File: config.mk
export PLATFORM = sky130hd
export DESIGN_NAME = ttm_table
export DESIGN_NICKNAME = d
export VERILOG_FILES = /design/src/rtl/core/ttm_pkg.sv /design/src/rtl/core/ttm_table.sv
export SDC_FILE = /design/constraint.sdc
export NUM_CORES = 2
export LEC_CHECK = 0
export BUFFER_PORTS_ARGS = -buffer_cell sky130_fd_sc_hd__buf_4
export CAP_MARGIN = 30
export CORE_AREA = 2 2 603 605
export CTS_CLUSTER_DIAMETER = 150
export CTS_CLUSTER_SIZE = 8
export DETAILED_ROUTE_END_ITERATION = 8
export DIE_AREA = 0 0 605 607
export SLEW_MARGIN = 20
export SYNTH_ARGS = -nofsm -noshare
export SYNTH_HDL_FRONTEND = slang
export SYNTH_SLANG_ARGS = --single-unit
File: constraint.sdc
create_clock -name clock -period 4.5 [get_ports clock]
set_input_delay 0.675 -clock clock [delete_from_list [all_inputs] [get_ports clock]]
set_output_delay 0.675 -clock clock [all_outputs]
set_load 0.02 [all_outputs]
File: src/rtl/core/ttm_pkg.sv
// Package for the two-tape Turing machine engine.
// Holds the channel payload types, the transition entry, codes and the sequencer states.
// No dependencies.
package ttm_pkg;

   localparam logic [7:0] BLANK_SYM = 8'h23;

   typedef enum logic [1:0] {
      OP_LOAD  = 2'd0,
      OP_WRITE = 2'd1,
      OP_RUN   = 2'd2,
      OP_READ  = 2'd3
   } opcode_type;

   typedef enum logic [1:0] {
      MV_STAY  = 2'd0,
      MV_LEFT  = 2'd1,
      MV_RIGHT = 2'd2
   } move_type;

   typedef enum logic [2:0] {
      STS_DONE     = 3'd0,
      STS_ACCEPTED = 3'd1,
      STS_BLOCKED  = 3'd2,
      STS_LIMIT    = 3'd3,
      STS_OFF_TAPE = 3'd4
   } status_type;

   typedef enum logic [1:0] {
      CSR_START_STATE = 2'd0,
      CSR_FINAL_MASK  = 2'd1,
      CSR_IN_USE      = 2'd2,
      CSR_MAX_STEPS   = 2'd3
   } csr_index_type;

   typedef enum logic [2:0] {
      ST_CLEAR,
      ST_IDLE,
      ST_TAPE,
      ST_SCAN,
      ST_FIRE,
      ST_DONE
   } seq_state_type;

   typedef struct packed {
      logic [3:0] from_state;
      logic [7:0] read_sym_one;
      logic [7:0] read_sym_two;
      logic [3:0] to_state;
      logic [7:0] write_sym_one;
      logic [1:0] move_one;
      logic [7:0] write_sym_two;
      logic [1:0] move_two;
   } entry_type;

   typedef struct packed {
      logic [1:0]  opcode;
      logic [11:0] index;
      logic        tape_select;
      logic [3:0]  from_state;
      logic [7:0]  read_sym_one;
      logic [7:0]  read_sym_two;
      logic [3:0]  to_state;
      logic [7:0]  write_sym_one;
      logic [1:0]  move_one;
      logic [7:0]  write_sym_two;
      logic [1:0]  move_two;
   } req_type;

   typedef struct packed {
      logic [2:0]  status;
      logic [7:0]  read_symbol;
      logic [3:0]  final_state;
      logic [31:0] steps_taken;
      logic [11:0] head_one_pos;
      logic [11:0] head_two_pos;
   } rsp_type;

endpackage

File: src/rtl/core/ttm_table.sv
// Transition table memory: one write port, one registered read port.
// Depends on ttm_pkg for the entry type.
module ttm_table import ttm_pkg::*; #(
   parameter int DEPTH = 64,
   parameter int AW    = 6
) (
   input  logic          clock,
   input  logic          wr_en,
   input  logic [AW-1:0] wr_addr,
   input  entry_type     wr_data,
   input  logic          rd_en,
   input  logic [AW-1:0] rd_addr,
   output entry_type     rd_data
);

   entry_type mem [DEPTH];
   entry_type rd_data_ff;

   always_ff @(posedge clock) begin
      if (wr_en) begin
         mem[wr_addr] <= wr_data;
      end
      if (rd_en) begin
         rd_data_ff <= mem[rd_addr];
      end
   end

   assign rd_data = rd_data_ff;

endmodule

# [Word-level counts from Yosys, hierarchy flattened]
# Memories as Yosys holds them, arrays and structs flattened. A register that Yosys moved wholly into a read port is not among the register bits.
# Cells that the tools add are included.
[totals] ramBits=2816 regBits=0 romBits=0 out_inout_bits=44 latchBits=0 input_bits=59 mem_count=1 wordCells=3
[op_classes] reduce_logical=0 shift=0 multipliers=0 n_eq_ne=0 muxes=2 n_addsub=0 magnitude_cmp=0 bitwise=0 n_div=0
[mem_list] memory="mem" words=64 word_bits=44 read_ports=1 rd_ports_with_merged_regs=1 wr=1 line_no="ttm_table.sv:16" text="entry_type mem [DEPTH];"
[op_table] op="2-to-1 mux 1 bit" n=2

# [Longest topological paths before layout]
[depth] ltp_word=2 mapped_depth=10 mapped_depth_nobuf=5

# [Least setup slack after synthesis]
# No wires, ideal clock.
[synth_path] path_kind="input to register" start="input wr_addr[3]" end="memory mem[48][0] in the netlist's numbering (enable)" path_stages=4 setup_time_ns=0.500 arrival_ns=4.205 n_path_buf=1 setup_slack_ns=-0.205 required_ns=4.000 path_cell_list="clkbuf_1 -> nor2b_1 -> nand4b_1 -> nor3_1"
[synth_rtl] item="from (decl)" line_no="ttm_table.sv:9" text="input logic [AW-1:0] wr_addr,"
[synth_rtl] item="to (decl)" line_no="ttm_table.sv:16"
# Straight into the memory's write port.

==> results.cfg <==
[finish]
final_cell_area_mm2 = 0.1270
post-route-util_pct = 35.18
final_layout_size_suffix_gt1_share_pct = 30.55
nets = 5080
area_delta_synth_final_pct = 17.80
finalNonFillerCells = 9842

[yosys]
syn_avg_cell_area_um2 = 23.70
synth.top_cells.by_area = edfxtp_1 80%, mux4_2 15%, mux2i_1 0.59%
yosysWarningCount = 0
seq_area_frac_synth_pct = 79.68
synthCells = 4547
synth_cell_types = 37
synth_top_area_share_pct = 79.68
netlist_area_mm2 = 0.1078
yosys.area.top_type = edfxtp_1
synth-edff-count = 2860
yosysMostFrequentCell = edfxtp_1
synth_common_cells = 2,860 x edfxtp_1, 697 x mux4_2, 124 x clkbuf_1
ys_ff_latch = 2860
syn_nets = 4606
async_flop_share_pct = 0
synth_ff_type = edfxtp_1

[grt]
antenna_found_initial = 20
grt_pass1_wl_um = 413100
track_usage_pct = 15.75
grt_remaining_overflow = 0
grt_pass1_vias = 53690
grt_max_degree = 85

[detailed_routing]
num_vias = 52080
drt_wl_total_um = 294300
ant_nets = 0
drtIter0Drc = 6322
via_per_inst = 5.291
drtPass1Iterations = 7
wl_per_cell_um = 29.90
drc = 0

[timing]
setup_ws_ns = 1.673
finalMaxSlewViolations = 0
finalHoldViolCount = 0
worst_pin_slew_ns = 1.059
rsz0062_at_grt = false
skew_ns = 0.04261
finalCritPeriodShare_pct = 62.83
fin_crit_ns = 2.827
setup-violations-final = 0
setup-tns-final_ns = 0
slew-limit-headroom_pct = 29.28
hold-worst-slack_ns = 0.3229
fmax_ghz = 0.3537

[setup_path]
path_class = in2reg
cp-start-kind = input port
crit_required_ns = 5.08
worstPathArrival_ns = 3.41
critPathMaxFanout = 34
reg2regPathDepth = 6
cp-end-kind = flop

[power]
p_clk_share_pct = 44.6
finalPower_mw = 58.40
comb_power_share_pct = 4.5
pwr-share-seq_pct = 50.9
p_leak_nw = 38.85
powerDensity_mw_per_mm2 = 460.0
p_int_mw = 46.43
switching_power_mw = 11.97
ir_drop_mv = 0.3197
p_sw_share_pct = 20.49

[floorplanning]
die_h_um = 607
die_w_um = 605
placeableCoreArea_mm2 = 0.3609
start_util_pct = 29.87
dieArea_mm2 = 0.3672
rows = 221
io_pins = 103

[placed_design]
pre_cts_ws_ns = 0.7753
dpl.cell_count = 9413
io_buffers = 102
dp.final_hpwl_um = 163600
place.gp.congestion = 0.7668
place_area_mm2 = 0.1165

[hold_path]
worstHoldPathType = in2reg
hold_depth = 1

[clocking]
cts_buffers = 399
cts_resized = 0
postCtsHoldBufs = 0
cts_root_buf = clkbuf_16
clk_pin_slew_ns = 0.05
post_cts_buffers = 0
cts_tree = done
htreeDepth = 5
clk_path_buf_depth = 4
clock_sinks = 2860
clk_latency_ns = 0.88

[run]
drv_cap = 0

[outcome]
outcome = completed
## sequential cells by signal, summed over array words and instances, names as in the netlist
name     flops
mem       2816
rd_data     44
## power by group through the flow
stage / registers, mW / clock network, mW / logic, mW
global route: 29.7 / 27.5 / 2.79
detailed placement: 30.2 / 0 / 2.67
floorplan: 30.2 / 0 / 1.39
CTS: 29.7 / 26.4 / 2.67
finish: 29.7 / 26.0 / 2.64
global placement: 30.2 / 0 / 2.62
## worst paths after layout
kind,endpoint,start,slack (ns)
worst max register to register,rd_data[6],mem[55][6],2.34
worst min-delay path,mem[31][1],wr_data[1],0.32
worst max-delay path,rd_data[24],rd_addr[0],1.67
worst min register to register,rd_data[39],mem[48][39],0.92
## routing by layer
layer / GRT usage [%] / part of all wire [%] / vias to the layer above
met5: 0 / 0.028 / -
met4: 5.314 / 3.3 / 16
met3: 2.481 / 7.3 / 470
met2: 26.57 / 50 / 2369
met1: 20.72 / 40 / 28700
li1: - / - / 20520
## critical path, cell delays in order
cell	delay, ns
buf_8	0.27
buf_12	0.29
buf_12	0.32
buf_4	0.33
mux4_2	0.53
mux2i_1	0.19
a211oi_1	0.11
a21oi_1	0.46
a311oi_1	0.08
## cell type report
type | instances | area (um^2)
fill | 32630 | 233900
sequential | 2860 | 85880
multi-input combinational | 1423 | 21120
clock buffer | 408 | 10210
tap | 4794 | 5998
timing repair buffer | 337 | 3541
clock inverter | 13 | 195.2
antenna | 7 | 17.52
## cell usage in the layout (no fill, tap or decap), types with 2 or more instances in the layout
cell and n:
nand4_1 3, inv_16 2, nor2_4 64, nor2b_4 3
diode_2 7, mux2_2 7, a22oi_1 36, nand3_1 26
nand2_1 26, nand2b_1 8, inv_6 5, nor3_1 14
edfxtp_1 2860, a221oi_1 69, clkinv_8 5, nor2_1 43
and4_1 7, or3_1 2, clkbuf_16 408, buf_8 3
and2_1 2, o21ai_0 15, nand3b_1 5, a31oi_1 10
o22ai_1 99, a311oi_1 12, a211oi_1 12, nor2b_1 9
or3b_2 4, nor3_4 2, o211ai_1 7, o221ai_1 24
buf_4 255, mux2i_1 64, buf_12 79, a22o_1 70
a21oi_1 68, mux4_2 697, o2111ai_1 7, or2_2 3
## cells by family after synthesis
family          share of synthesized area [%]
compound gates                          2.880
buf+inv                                 1.213
flops                                   79.68
mux                                     15.23
simple gates                           0.9903
Power figures use the tool's default switching activity.
